**config.mk**
```make
export PLATFORM = sky130hd
export DESIGN_NAME = gdb_rsp_packet_deframer
export DESIGN_NICKNAME = d
export VERILOG_FILES = /design/src/hw/rtl/gdbd_pkg.sv /design/src/hw/rtl/gdbd_classify.sv /design/src/hw/rtl/gdbd_queue.sv /design/src/hw/rtl/gdbd_engine.sv /design/src/hw/rtl/gdb_rsp_packet_deframer.sv
export SDC_FILE = /design/constraint.sdc
export NUM_CORES = 1
export LEC_CHECK = 0
export BUFFER_PORTS_ARGS = -buffer_cell sky130_fd_sc_hd__buf_2
export CAP_MARGIN = 20
export CORE_UTILIZATION = 35
export CTS_BUF_LIST = sky130_fd_sc_hd__clkbuf_8
export DETAILED_ROUTE_END_ITERATION = 6
export PLACE_DENSITY_LB_ADDON = 0.3
export SLEW_MARGIN = 40
export SYNTH_ARGS = -nofsm -noshare
export SYNTH_HDL_FRONTEND = slang
export SYNTH_SLANG_ARGS = --single-unit
export TNS_END_PERCENT = 5
```
**constraint.sdc**
```tcl
create_clock -name clk -period 7.7 [get_ports clk]
set_clock_uncertainty 0.1 [all_clocks]
set_input_delay 0.77 -clock clk [delete_from_list [all_inputs] [get_ports clk]]
set_output_delay 0.77 -clock clk [all_outputs]
set_load 0.005 [all_outputs]
```
**src/hw/rtl/gdbd_pkg.sv**
```systemverilog
// Shared types, constants and helper functions for the packet deframer.
// Used by every module under hw/rtl; depends on nothing else.
package gdbd_pkg;

  localparam int BUFFER_BYTES_DEFAULT = 1024;
  localparam int QUEUE_DEPTH          = 2;

  localparam logic [7:0] CH_DOLLAR  = 8'h24;
  localparam logic [7:0] CH_PERCENT = 8'h25;
  localparam logic [7:0] CH_HASH    = 8'h23;
  localparam logic [7:0] CH_BRACE   = 8'h7d;
  localparam logic [7:0] CH_STAR    = 8'h2a;
  localparam logic [7:0] CH_EOT     = 8'h04;
  localparam logic [7:0] ESC_XOR    = 8'h20;

  localparam logic [7:0] RESET_REMOTE_START = 8'h21;
  localparam logic [7:0] RESET_REMOTE_END   = 8'h23;

  localparam logic [1:0] CFG_NO_ACK_MODE  = 2'd0;
  localparam logic [1:0] CFG_REMOTE_START = 2'd1;
  localparam logic [1:0] CFG_REMOTE_END   = 2'd2;

  typedef enum logic [2:0] {
    EV_GDB_BYTE,
    EV_REMOTE_BYTE,
    EV_ACCEPT,
    EV_REJECT,
    EV_REMOTE_DONE,
    EV_EOT,
    EV_ABORT
  } event_kind_t;

  typedef enum logic [1:0] {
    ACK_NONE,
    ACK_PLUS,
    ACK_MINUS
  } ack_reply_t;

  typedef struct packed {
    logic       mode;
    logic [7:0] rx_byte;
  } in_item_t;

  typedef struct packed {
    event_kind_t event_kind;
    logic [7:0]  byte_value;
    logic [9:0]  byte_index;
    logic [10:0] packet_length;
    logic        is_notification;
    ack_reply_t  ack_reply;
  } out_item_t;

  // Classified item handed from the front part to the packet engine.
  typedef struct packed {
    logic       mode;
    logic [7:0] rx_byte;
    logic       is_dollar;
    logic       is_percent;
    logic       is_hash;
    logic       is_brace;
    logic       is_eot;
    logic       is_rstart;
    logic       is_rend;
    logic       rsv_plain;
    logic       rsv_escaped;
    logic [3:0] nibble;
  } class_t;

  function automatic logic is_reserved(input logic [7:0] b);
    return (b == CH_DOLLAR) || (b == CH_HASH) || (b == CH_BRACE) || (b == CH_STAR);
  endfunction

  // Characters that are not hex digits count as zero.
  function automatic logic [3:0] hex_value(input logic [7:0] c);
    logic [3:0] v;
    v = 4'd0;
    if (c >= 8'h30 && c <= 8'h39) v = 4'(c - 8'h30);
    else if (c >= 8'h41 && c <= 8'h46) v = 4'(c - 8'h41 + 8'd10);
    else if (c >= 8'h61 && c <= 8'h66) v = 4'(c - 8'h61 + 8'd10);
    return v;
  endfunction

endpackage

```
**src/hw/rtl/gdbd_classify.sv**
```systemverilog
// Front part: accepts received bytes and tags them with the character
// classes the packet engine branches on. Depends on gdbd_pkg.
module gdbd_classify (
  input  gdbd_pkg::in_item_t item,
  input  logic [7:0]         remote_start_byte,
  input  logic [7:0]         remote_end_byte,
  output gdbd_pkg::class_t   cls
);

  always_comb begin
    cls.mode        = item.mode;
    cls.rx_byte     = item.rx_byte;
    cls.is_dollar   = (item.rx_byte == gdbd_pkg::CH_DOLLAR);
    cls.is_percent  = (item.rx_byte == gdbd_pkg::CH_PERCENT);
    cls.is_hash     = (item.rx_byte == gdbd_pkg::CH_HASH);
    cls.is_brace    = (item.rx_byte == gdbd_pkg::CH_BRACE);
    cls.is_eot      = (item.rx_byte == gdbd_pkg::CH_EOT);
    cls.is_rstart   = (item.rx_byte == remote_start_byte);
    cls.is_rend     = (item.rx_byte == remote_end_byte);
    cls.rsv_plain   = gdbd_pkg::is_reserved(item.rx_byte);
    cls.rsv_escaped = gdbd_pkg::is_reserved(item.rx_byte ^ gdbd_pkg::ESC_XOR);
    cls.nibble      = gdbd_pkg::hex_value(item.rx_byte);
  end

endmodule

```
**src/hw/rtl/gdbd_queue.sv**
```systemverilog
// Short queue of classified items between the front part and the engine.
// Depends on gdbd_pkg.
module gdbd_queue #(
  parameter int DEPTH = gdbd_pkg::QUEUE_DEPTH
) (
  input  logic             clk,
  input  logic             rst,
  input  logic             push,
  input  gdbd_pkg::class_t push_data,
  output logic             full,
  input  logic             pop,
  output logic             head_valid,
  output gdbd_pkg::class_t head
);

  localparam int PW = (DEPTH > 1) ? $clog2(DEPTH) : 1;
  localparam int CW = $clog2(DEPTH + 1);

  gdbd_pkg::class_t store [DEPTH];
  logic [PW-1:0] wr_ptr;
  logic [PW-1:0] rd_ptr;
  logic [CW-1:0] count;

  assign full       = (count == CW'(DEPTH));
  assign head_valid = (count != '0);
  assign head       = store[rd_ptr];

  always_ff @(posedge clk) begin
    if (rst) begin
      wr_ptr <= '0;
      rd_ptr <= '0;
      count  <= '0;
    end else begin
      if (push) begin
        wr_ptr <= (wr_ptr == PW'(DEPTH - 1)) ? '0 : wr_ptr + 1'b1;
      end
      if (pop) begin
        rd_ptr <= (rd_ptr == PW'(DEPTH - 1)) ? '0 : rd_ptr + 1'b1;
      end
      if (push && !pop) count <= count + 1'b1;
      else if (pop && !push) count <= count - 1'b1;
    end
  end

  always_ff @(posedge clk) begin
    if (push) store[wr_ptr] <= push_data;
  end

endmodule

```
**src/hw/rtl/gdbd_engine.sv**
```systemverilog
// Back part: packet state machine, running checksum and the output register.
// Depends on gdbd_pkg.
module gdbd_engine #(
  parameter int BUFFER_BYTES = gdbd_pkg::BUFFER_BYTES_DEFAULT
) (
  input  logic                clk,
  input  logic                rst,
  input  logic                no_ack_mode,
  input  logic                head_valid,
  input  gdbd_pkg::class_t    head,
  output logic                pop,
  output logic                out_valid,
  input  logic                out_stall,
  output gdbd_pkg::out_item_t out_data
);

  localparam int CW = $clog2(BUFFER_BYTES + 1);

  typedef enum logic [2:0] {
    PH_IDLE,
    PH_CAPTURE,
    PH_ESCAPE,
    PH_SUM_HI,
    PH_SUM_LO,
    PH_REMOTE
  } phase_t;

  phase_t        phase, phase_next;
  logic [CW-1:0] byte_count, byte_count_next;
  logic [7:0]    running_sum, running_sum_next;
  logic [7:0]    received_sum, received_sum_next;
  logic          notify_flag, notify_flag_next;

  logic                res_valid;
  gdbd_pkg::out_item_t res;

  assign pop = head_valid && (!out_valid || !out_stall);

  always_comb begin
    logic [7:0] store_byte;
    logic       store_rsv;
    logic       has_room;
    logic [7:0] full_sum;

    phase_next        = phase;
    byte_count_next   = byte_count;
    running_sum_next  = running_sum;
    received_sum_next = received_sum;
    notify_flag_next  = notify_flag;
    res_valid         = 1'b0;
    res               = '0;

    // Escaped bytes are stored with bit 5 flipped.
    store_byte = (phase == PH_ESCAPE) ? (head.rx_byte ^ gdbd_pkg::ESC_XOR) : head.rx_byte;
    store_rsv  = (phase == PH_ESCAPE) ? head.rsv_escaped : head.rsv_plain;
    has_room   = (byte_count < CW'(BUFFER_BYTES));
    full_sum   = received_sum | {4'd0, head.nibble};

    if (head.mode) begin
      phase_next        = PH_IDLE;
      byte_count_next   = '0;
      running_sum_next  = '0;
      received_sum_next = '0;
      notify_flag_next  = 1'b0;
    end else begin
      case (phase)
        PH_IDLE: begin
          if (head.is_dollar || head.is_percent) begin
            phase_next       = PH_CAPTURE;
            byte_count_next  = '0;
            running_sum_next = '0;
            notify_flag_next = !head.is_dollar;
          end else if (head.is_rstart) begin
            phase_next      = PH_REMOTE;
            byte_count_next = CW'(1);
            res_valid       = 1'b1;
            res.event_kind  = gdbd_pkg::EV_REMOTE_BYTE;
            res.byte_value  = head.rx_byte;
          end else if (head.is_eot) begin
            res_valid         = 1'b1;
            res.event_kind    = gdbd_pkg::EV_EOT;
            res.packet_length = 11'd1;
          end
        end
        PH_CAPTURE, PH_ESCAPE: begin
          if (phase == PH_CAPTURE && head.is_dollar) begin
            byte_count_next       = '0;
            running_sum_next      = '0;
            res_valid             = 1'b1;
            res.event_kind        = gdbd_pkg::EV_ABORT;
            res.packet_length     = 11'(byte_count);
            res.is_notification   = notify_flag;
          end else if (phase == PH_CAPTURE && head.is_hash) begin
            phase_next = PH_SUM_HI;
          end else if (phase == PH_CAPTURE && head.is_brace) begin
            phase_next = PH_ESCAPE;
          end else if (has_room) begin
            // A reserved byte counts in the sum as escape plus the byte xor 0x20.
            phase_next          = PH_CAPTURE;
            running_sum_next    = store_rsv ?
                                  running_sum + gdbd_pkg::CH_BRACE +
                                  (store_byte ^ gdbd_pkg::ESC_XOR) :
                                  running_sum + store_byte;
            byte_count_next     = byte_count + 1'b1;
            res_valid           = 1'b1;
            res.event_kind      = gdbd_pkg::EV_GDB_BYTE;
            res.byte_value      = store_byte;
            res.byte_index      = 10'(byte_count);
            res.is_notification = notify_flag;
          end else if (phase == PH_ESCAPE) begin
            // An escaped byte that does not fit is dropped silently.
            phase_next = PH_CAPTURE;
          end else begin
            phase_next          = PH_IDLE;
            byte_count_next     = '0;
            res_valid           = 1'b1;
            res.event_kind      = gdbd_pkg::EV_ABORT;
            res.packet_length   = 11'(byte_count);
            res.is_notification = notify_flag;
          end
        end
        PH_SUM_HI: begin
          if (!no_ack_mode) received_sum_next = {head.nibble, 4'd0};
          phase_next = PH_SUM_LO;
        end
        PH_SUM_LO: begin
          res_valid           = 1'b1;
          res.event_kind      = gdbd_pkg::EV_ACCEPT;
          res.ack_reply       = gdbd_pkg::ACK_NONE;
          res.packet_length   = 11'(byte_count);
          res.is_notification = notify_flag;
          if (!no_ack_mode) begin
            received_sum_next = full_sum;
            if (full_sum == running_sum) begin
              res.ack_reply = gdbd_pkg::ACK_PLUS;
            end else begin
              res.event_kind = gdbd_pkg::EV_REJECT;
              res.ack_reply  = gdbd_pkg::ACK_MINUS;
            end
          end
          phase_next       = PH_IDLE;
          byte_count_next  = '0;
          notify_flag_next = 1'b0;
        end
        PH_REMOTE: begin
          res_valid         = 1'b1;
          res.packet_length = 11'(byte_count);
          if (head.is_rend) begin
            phase_next      = PH_IDLE;
            byte_count_next = '0;
            res.event_kind  = gdbd_pkg::EV_REMOTE_DONE;
          end else if (head.is_dollar) begin
            phase_next       = PH_CAPTURE;
            byte_count_next  = '0;
            running_sum_next = '0;
            notify_flag_next = 1'b0;
            res.event_kind   = gdbd_pkg::EV_ABORT;
          end else if (has_room) begin
            byte_count_next   = byte_count + 1'b1;
            res.event_kind    = gdbd_pkg::EV_REMOTE_BYTE;
            res.byte_value    = head.rx_byte;
            res.byte_index    = 10'(byte_count);
            res.packet_length = '0;
          end else begin
            phase_next      = PH_IDLE;
            byte_count_next = '0;
            res.event_kind  = gdbd_pkg::EV_ABORT;
          end
        end
        default: begin
          phase_next = PH_IDLE;
        end
      endcase
    end
  end

  always_ff @(posedge clk) begin
    if (rst) begin
      phase        <= PH_IDLE;
      byte_count   <= '0;
      running_sum  <= '0;
      received_sum <= '0;
      notify_flag  <= 1'b0;
      out_valid    <= 1'b0;
    end else begin
      if (pop) begin
        phase        <= phase_next;
        byte_count   <= byte_count_next;
        running_sum  <= running_sum_next;
        received_sum <= received_sum_next;
        notify_flag  <= notify_flag_next;
        out_valid    <= res_valid;
      end else if (!out_stall) begin
        out_valid <= 1'b0;
      end
    end
  end

  always_ff @(posedge clk) begin
    if (pop && res_valid) out_data <= res;
  end

endmodule

```
**src/hw/rtl/gdb_rsp_packet_deframer.sv**
```systemverilog
// Top level of the remote serial protocol packet deframer.
// Depends on gdbd_pkg, gdbd_classify, gdbd_queue and gdbd_engine.
//
// Takes one received byte per item and reports data bytes, packet
// completion with checksum verdict and ack reply, side-channel remote
// packets, end of transmission and aborts, at most one result per item.
// The block sustains one item per clock cycle unless the result side
// stalls: the packet engine updates its state and the running checksum
// for one item each cycle. A two-entry queue ahead of the engine's
// output register lets the input side keep accepting while a result
// waits to be taken. The user must write configuration on the cfg port
// only while no packet is in flight; the block does not enforce this.
module gdb_rsp_packet_deframer #(
  parameter int BUFFER_BYTES = gdbd_pkg::BUFFER_BYTES_DEFAULT
) (
  input  logic                clk,
  input  logic                rst,
  input  logic                in_valid,
  output logic                in_stall,
  input  gdbd_pkg::in_item_t  in_data,
  output logic                out_valid,
  input  logic                out_stall,
  output gdbd_pkg::out_item_t out_data,
  input  logic                cfg_we,
  input  logic [1:0]          cfg_index,
  input  logic [7:0]          cfg_data
);

  logic       no_ack_mode;
  logic [7:0] remote_start_byte;
  logic [7:0] remote_end_byte;

  gdbd_pkg::class_t cls;
  gdbd_pkg::class_t head;
  logic             full;
  logic             push;
  logic             pop;
  logic             head_valid;

  always_ff @(posedge clk) begin
    if (rst) begin
      no_ack_mode       <= 1'b0;
      remote_start_byte <= gdbd_pkg::RESET_REMOTE_START;
      remote_end_byte   <= gdbd_pkg::RESET_REMOTE_END;
    end else if (cfg_we) begin
      case (cfg_index)
        gdbd_pkg::CFG_NO_ACK_MODE:  no_ack_mode       <= cfg_data[0];
        gdbd_pkg::CFG_REMOTE_START: remote_start_byte <= cfg_data;
        gdbd_pkg::CFG_REMOTE_END:   remote_end_byte   <= cfg_data;
        default: ;
      endcase
    end
  end

  assign in_stall = full;
  assign push     = in_valid && !full;

  gdbd_classify u_classify (
    .item              (in_data),
    .remote_start_byte (remote_start_byte),
    .remote_end_byte   (remote_end_byte),
    .cls               (cls)
  );

  gdbd_queue #(
    .DEPTH (gdbd_pkg::QUEUE_DEPTH)
  ) u_queue (
    .clk        (clk),
    .rst        (rst),
    .push       (push),
    .push_data  (cls),
    .full       (full),
    .pop        (pop),
    .head_valid (head_valid),
    .head       (head)
  );

  gdbd_engine #(
    .BUFFER_BYTES (BUFFER_BYTES)
  ) u_engine (
    .clk         (clk),
    .rst         (rst),
    .no_ack_mode (no_ack_mode),
    .head_valid  (head_valid),
    .head        (head),
    .pop         (pop),
    .out_valid   (out_valid),
    .out_stall   (out_stall),
    .out_data    (out_data)
  );

endmodule

```
[After elaboration in Yosys (flattened, before gate mapping)]
Memories as Yosys holds them, arrays and structs flattened. A register that Yosys moved wholly into a read port is not among the register bits.
Index checks and enable logic that the tools add are counted.
Operators by class
  eq/ne operators: 34
  bitwise logic cells: 5
  add/subtract/negate cells: 13
  muxes and demuxes: 100
  order comparisons: 7
  reduce and logical (&&, ||, !) cells: 44
Operators with widths (count)
  11-bit two-way mux: 15
  8-bit two-way mux: 13
  11-bit case mux with 4 select lines: 2
  29-bit two-way mux: 3
  33-bit two-way mux: 2
  8-bit by 6-bit equality test with 1-bit output, second input constant: 7
  3-bit two-way mux: 18
  8-bit case mux with 3 select lines: 2
  18-bit two-way mux: 2
  1-bit two-way mux: 27
  8-bit equality test: 3
  12-bit two-way mux: 2
  3-bit case mux with 4 select lines: 2
  10-bit case mux with 2 select lines: 1
  8-bit adder: 2
  8-bit by 7-bit equality test with 1-bit output, second input constant: 2
  8-bit by 7-bit greater-or-equal comparator with 1-bit output, second input constant: 2
  8-bit by 7-bit less-or-equal comparator with 1-bit output, second input constant: 2
  8-bit case mux with 2 select lines: 1
  4-bit two-way mux: 3
  3-bit inequality test, second input constant: 4
  4-bit by 3-bit inequality test with 1-bit output, second input constant: 3
  4-bit by 1-bit subtractor with 4-bit output, second input constant: 3
  11-bit by 1-bit adder with 11-bit output, second input constant: 1
  other kinds (41): 81
Storage, ports and cells
  memory bits (writable): 44
  memories kept: 1
  output and inout bits: 37
  input bits: 24
  flip-flop bits (word level): 88
Memories
  u_queue.store: depth 2, bits a word 22, rd ports 1, clocked after Yosys merged registers in 1, write ports 1, line gdbd_queue.sv:19  | gdbd_pkg::class_t store [DEPTH];

[Longest topological paths before layout]
Gate-level depths: netlist (run 1).
  depth in word-level cells: 11
  gate-level depth with buffers: 15
  gate-level depth less buffers: 12

[Hierarchy]
A second synthesis (run 1) with hierarchy kept.
Unflattened totals
  cell total of the unflattened synthesis: 687
  area, all modules: 7195.7 um^2
By module, submodules not included
  gdbd_engine: cells an instance 453, seq. area each 1691.6 um^2, area each 4115.2 um^2, times used 1
  gdbd_queue: cells an instance 90, seq. area each 1421.4 um^2, area each 1789.2 um^2, times used 1
  gdb_rsp_packet_deframer: cells an instance 72, seq. area each 340.3 um^2, area each 735.7 um^2, times used 1
  gdbd_classify: cells an instance 72, seq. area each 0.0 um^2, area each 555.5 um^2, times used 1

[Worst setup path after synthesis (run 1)]
No wires, ideal clock.
  path kind: register to register
  from: register with a tool-made name
  to: register u_engine.out_data[0] (netlist name)
  slack: 3.072 ns
  path buffers: 1
  data arrival time: 4.055 ns
  stages on the path, launching flop included: 7
  required time: 7.127 ns
  clock period less this slack: 4.628 ns
  cell sequence: dfxtp_1 > buf_6 > mux2_2 > or3_1 > a211oi_1 > nor3_1 > nor3_1

==> results_dict.tcl, run 1 <==
set metrics [dict create \
    cts_tree "yes" \
    numCtsBuffers 17 \
    synth_seq_cells 133 \
    grt_usage 0.159 \
    p_int_mw 1.57 \
    hpwl_um 10900 \
    synth_compound_area_frac 0.117 \
    max_stage_delay_ps 440 \
    synth_top_family_by_area "simple AND/OR/NAND/NOR gates" \
    ys.flop_type "edfxtp_1" \
    die_h_um 144 \
    power_frac_clock 0.266 \
    finalSetupViolCount 0 \
    ys_warn_count 0 \
    clk_latency_ps 450 \
    route.detailed.drc 0 \
    grt_max_degree 43 \
    clock-root-buffer "clkbuf_8" \
    crit_path_end_kind "flop" \
    fmaxAchievable_mhz 261 \
    crit_chain "buf_4, mux2_2, ha_1, ha_1, inv_1, fa_1, nor2b_1, o31ai_1, a311oi_1, mux2_2, a2111o_1, a31oi_1" \
    clkTransAtPathRegs_ps 80 \
    tightest_slew_ps 816 \
    htreeDepth 4 \
    cp_max_fo 30 \
    run_status "completed" \
    drtAntennaViolNets 0 \
    port-buffer-count 60 \
    p_leak_nw 3.06 \
    final_cells 1009 \
    drv_cap 0 \
    slowest_stage "mux2_2" \
    synth_seq_area_share 0.491 \
    synth-edff-count 79 \
    finalWirelength_um 15300 \
    syn-cell-area_mm2 0.00703 \
    dp.cells 977 \
    crit_required_ps 7970 \
    synth_mux_area_frac 0.0763 \
    initial_core_util 0.359 \
    ir_worst_vdd_mv 0.116 \
    final_hold_viol_count 0 \
    synthAdderAreaFrac 0.0601 \
    period_share 0.497 \
    p_comb_frac 0.347 \
    synth_area_leader_cell "edfxtp_1" \
    synth_xor_area_frac 0.0498 \
    finalNetCount 787 \
    yosys.cell_count.top_type "nor2_1" \
    synth_area_per_cell_um2 10.5 \
    area_delta_synth_final_pct 14.2 \
    swShare 0.354 \
    pin_count 61 \
    grt_overflow 0 \
    drt_iter0_drc 254 \
    ys_types 70 \
    antenna_found_initial 0 \
    tns_ps 0 \
    pwr-share-seq 0.388 \
    arrival_ps 4100 \
    cts_sinks 133 \
    synthCells 672 \
    start_kind "flop" \
    hold_path_class "flop to flop" \
    rows 51 \
    drive_gt1_frac 0.175 \
    synth_simple_gate_area_frac 0.166 \
    grt_pass1_wl_um 25000 \
    vias 5029 \
    viasPerCell 4.98 \
    crit_type "flop to flop" \
    slew_headroom 0.455 \
    synth_top_area_share 0.337 \
    cts_buffer_depth 2 \
    syn-num-nets 728 \
    total_power_mw 2.44 \
    rsz0062_at_grt "no" \
    drv_slew 0 \
    hold_buffers 0 \
    p_per_area_mw_per_mm2 303 \
    cts_setup_buffers 0 \
    ys_top_cells_by_area "edfxtp_1, dfxtp_1, ha_1" \
    synthTopCellsByCount "nor2_1, edfxtp_1, dfxtp_1" \
    dpl_cell_area_mm2 0.00760 \
    async_flop_share 0 \
    die_area_mm2 0.0207 \
    power_switching_uw 863 \
    ctsResizeCount 0 \
    die_w_um 144 \
    core_area_mm2 0.0196 \
    grt_pass1_vias 4738 \
    final_area_mm2 0.00803 \
    gp_congestion 0.889 \
    drt-pass1-iter-count 5 \
    wire_per_inst_um 15.1 \
    fin_crit_ps 3830 \
    antennaDiodeCount 0 \
]
==> power by group through the flow <==
stage / combinational (mW) / sequential, mW / clock [mW]
6_report: 0.844 / 0.944 / 0.648
2_1_floorplan: 0.638 / 0.943 / 0
5_1_grt: 0.941 / 0.959 / 0.693
3_3_place_gp: 0.837 / 0.959 / 0
3_5_place_dp: 0.843 / 0.961 / 0
4_1_cts: 0.848 / 0.945 / 0.664
==> state kept, by name, indices dropped and copies added (netlist names), 2 cells and up, named ones only <==
register	flops
remote_end_byte	8
u_queue.count	2
u_engine.phase	3
u_engine.byte_count	11
u_engine.running_sum	8
u_engine.out_data	35
u_engine.received_sum	8
u_queue.store	44
remote_start_byte	8
==> worst paths after layout <==
check	start	to	slack, ps	depth (start not counted)
setup reg to reg	flop	u_engine.running_sum[7]$_SDFFE_PP0P_	3870	12
hold reg to reg	u_engine.received_sum[0]$_SDFFE_PP0P_	u_engine.received_sum[0]$_SDFFE_PP0P_	380	2
setup / recovery	flop	u_engine.running_sum[7]$_SDFFE_PP0P_	3870	12
hold / removal	u_engine.received_sum[0]$_SDFFE_PP0P_	u_engine.received_sum[0]$_SDFFE_PP0P_	380	2
==> area by class of cell <==
class / instances / area, um^2
fillers: 1932 / 11600
flip-flops and latches: 133 / 3450
multi-input cells: 472 / 3310
repair buffers: 66 / 348
well taps: 265 / 332
clock buffers: 17 / 234
clock inverters: 15 / 203
inverters: 41 / 154
==> per-stage QoR <==
stage	hold WS, ps	utilization	setup WS, ps
after floorplan	337	-	3070
after global routing	389	0.410	3700
final	377	0.410	3870
after detailed placement	357	0.388	3880
after CTS	378	0.410	3860
after global placement	352	0.388	3970
==> cells by family after synthesis <==
logic type,count (synthesis)
xor gates and xnor gates,40
muxes,49
and+or+nand+nor,233
buffers and inverters,67
AOI/OAI and AO/OA,118
DFF,133
adders and majority gates,32
==> routing by layer <==
layer | vias up | global-route usage | wire length [um]
li1 | 2540 | - | -
met1 | 2366 | 0.217 | 7570
met2 | 118 | 0.249 | 6910
met3 | 5 | 0.0340 | 683
met4 | 0 | 0.0538 | 94
met5 | - | 0 | 0
==> worst max-delay path, delay by kind of cell (launching register included) <==
kind | cells | cell delay [ps]
DFF | 1 | 320
AOI/OAI and AO/OA | 4 | 940
muxes | 2 | 830
adders and majority gates | 3 | 880
and+or+nand+nor | 1 | 220
buffers and inverters | 2 | 450
==> cell usage in the layout, fill, tap and decap left out, drive strengths merged, types with 7 or more instances in the layout <==
| master | Yosys | final |
|---|---|---|
| nand3b | 7 | 7 |
| dfxtp | 54 | 54 |
| o21a | 7 | 7 |
| nor2b | 10 | 10 |
| mux2i | 33 | 33 |
| nor3 | 20 | 20 |
| edfxtp | 79 | 79 |
| mux2 | 15 | 15 |
| nor4 | 8 | 8 |
| nand4 | 9 | 9 |
| nand2 | 29 | 29 |
| inv | 41 | 45 |
| buf | 9 | 66 |
| nand3 | 10 | 10 |
| nand2b | 7 | 7 |
| o21ai | 17 | 17 |
| ha | 29 | 29 |
| and2 | 22 | 22 |
| clkbuf | 17 | 17 |
| nor2 | 88 | 88 |
| xnor2 | 35 | 35 |
| a21oi | 33 | 33 |
No activity file was read; power rests on OpenSTA's default activity.
==> run 2, diff against run 1 <==
==> constraint.sdc (replaced) <==
create_clock -name clk -period 3.42 [get_ports clk]
set_clock_uncertainty 0.1 [all_clocks]
set_input_delay 0.342 -clock clk [delete_from_list [all_inputs] [get_ports clk]]
set_output_delay 0.342 -clock clk [all_outputs]
set_load 0.005 [all_outputs]
==> run 2 against run 1 <==
Against the previous run:
- sequential share of layout area decreased by 0.86 points
- die area unchanged
- worst setup slack worse by 3700 ps
- final area up 2.1%
- fmax rose by 18%
- sequential cell count unchanged
- register-to-register slack worse by 3700 ps
- total power is 130% higher
- critical path depth fell by 1
- critical endpoint unchanged
- highest routed layer unchanged
==> results_dict.tcl, run 2 (same netlist as run 1, synthesis figures left out) <==
set metrics [dict create \
    fin_crit_ps 3250 \
    clock-root-buffer "clkbuf_8" \
    finalWirelength_um 14800 \
    final_hold_viol_count 0 \
    antenna_found_initial 0 \
    grt_usage 0.153 \
    power_frac_clock 0.239 \
    dp_slack_ps 48.5 \
    port-buffer-count 60 \
    drv_cap 0 \
    cpLargestDelayFamily "compound AO/OA/AOI/OAI gates" \
    slew_headroom 0.575 \
    period_share 0.949 \
    crit_chain "buf_6, mux2i_4, ha_1, inv_1, ha_1, nor2b_2, o311a_1, a311oi_2, mux2_2, a2111o_1, a31oi_1" \
    rows 51 \
    grt_pass1_vias 4661 \
    htreeDepth 4 \
    wire_per_inst_um 14.5 \
    pin_count 61 \
    cts_buffer_depth 2 \
    whs_path_depth 3 \
    power_switching_mw 1.93 \
    finalSetupViolCount 0 \
    viasPerCell 4.93 \
    cp_max_fo 7 \
    vias 5049 \
    area_delta_synth_final_pct 16.6 \
    die_h_um 144 \
    p_leak_nw 3.14 \
    fmaxAchievable_mhz 308 \
    start_kind "flop" \
    die_w_um 144 \
    hold_path_class "primary input to flop" \
    drt_iter0_drc 320 \
    crit_top_cell "ha_1" \
    final_cell_mix "nor2_1, edfxtp_1, buf_2" \
    grt_overflow 0 \
    initial_core_util 0.359 \
    layout_commonest_cell "nor2_1" \
    slowest_stage "mux2_2" \
    core_area_mm2 0.0196 \
    tns_ps 0 \
    post-route-util 0.419 \
    tightest_slew_ps 634 \
    swShare 0.351 \
    arrival_ps 3510 \
    largest_reg_flops 44 \
    grt_pass1_wl_um 24200 \
    ir_worst_vdd_mv 0.303 \
    rr_worst_depth 11 \
    largest_register "u_queue.store" \
    clkTransAtPathRegs_ps 80 \
    cp.buffers_inverters 2 \
    cts_sinks 133 \
    p_per_area_mw_per_mm2 669 \
    drive_gt1_frac 0.199 \
    max_stage_delay_ps 380 \
    numCtsBuffers 17 \
    drtAntennaViolNets 0 \
    p_int_mw 3.56 \
    top_regs "u_queue.store x44, u_engine.out_data x35, u_engine.byte_count x11" \
    die_area_mm2 0.0207 \
    clk_latency_ps 430 \
    total_power_mw 5.49 \
    crit_required_ps 3680 \
    run_status "completed" \
    gp_congestion 0.861 \
    pwr-share-seq 0.381 \
    hpwl_um 10900 \
    crit_path_end_kind "flop" \
    route.detailed.drc 0 \
    crit_type "flop to flop" \
    grt_max_degree 43 \
    p_comb_frac 0.380 \
    worst-path-stages 11 \
    finalNetCount 803 \
    drv_slew 0 \
    antennaDiodeCount 0 \
    layout_setup_ws_ps 173 \
    cts_tree "yes" \
    drt-pass1-iter-count 5 \
]
## run 2: cell count changes in the layout (fill, tap and decap cells not counted), moves of 3 or more
| cell | before | now |
|---|---|---|
| clkinv_4 | 1 | 4 |
| buf_4 | 7 | 20 |
| mux2i_1 | 31 | 27 |
| inv_6 | 3 | 0 |
| mux2i_4 | 0 | 3 |
## run 2: through the flow
step	hold WS (ps)	std cells	cell area [um^2]
finish	48.6	1025	8200
global route	49.2	1025	8200
CTS	23.0	1025	8140
detailed placement	359	992	7730
global placement	354	992	7730
floorplan	337	672	7070
## run 2: tightest hold or removal path: stages
cell     delay, ps
buf_2           80
mux2i_1         50
nor2_1          70
## run 2: repair_timing
action	CTS	global route
hold buffers	1	0
resized for setup	0	10
buffers inserted	0	0
endpoints found under the setup margin	0	1
hold endpoints to repair	2	0
## run 2: power by group through the flow
stage / Clock (mW) / Combinational, mW / Sequential, mW
floorplan: 0 / 1.47 / 2.12
global placement: 0 / 2.02 / 2.12
detailed placement: 0 / 2.03 / 2.12
CTS: 1.34 / 2.04 / 2.09
global route: 1.42 / 2.32 / 2.12
finish: 1.31 / 2.08 / 2.09
## run 2: path summary, 6_finish.rpt
kind / from / end / slack, ps
worst max-delay path: flop / u_engine.running_sum[7]$_SDFFE_PP0P_ / 170
worst min-delay path: cfg_data[2] / remote_start_byte[2]$_SDFFE_PP0P_ / 50
worst max register to register: flop / u_engine.running_sum[7]$_SDFFE_PP0P_ / 170
worst min register to register: u_engine.received_sum[0]$_SDFFE_PP0P_ / u_engine.received_sum[0]$_SDFFE_PP0P_ / 370
## run 2: final cells by class
cell class	count	area [um^2]
Clock buffer	17	234
Clock inverter	15	166
Fill cell	1933	11400
Inverter	41	154
Multi-Input combinational cell	472	3370
Sequential cell	133	3450
Tap cell	265	332
Timing Repair Buffer	82	487
## run 2: routing by layer
layer,routed length [um],up-vias,part of all wire,track usage
li1,-,2553,-,-
met1,7650,2353,0.52,0.217
met2,6350,128,0.43,0.228
met3,671,15,0.045,0.0330
met4,163,0,0.011,0.0515
met5,0,-,0,0
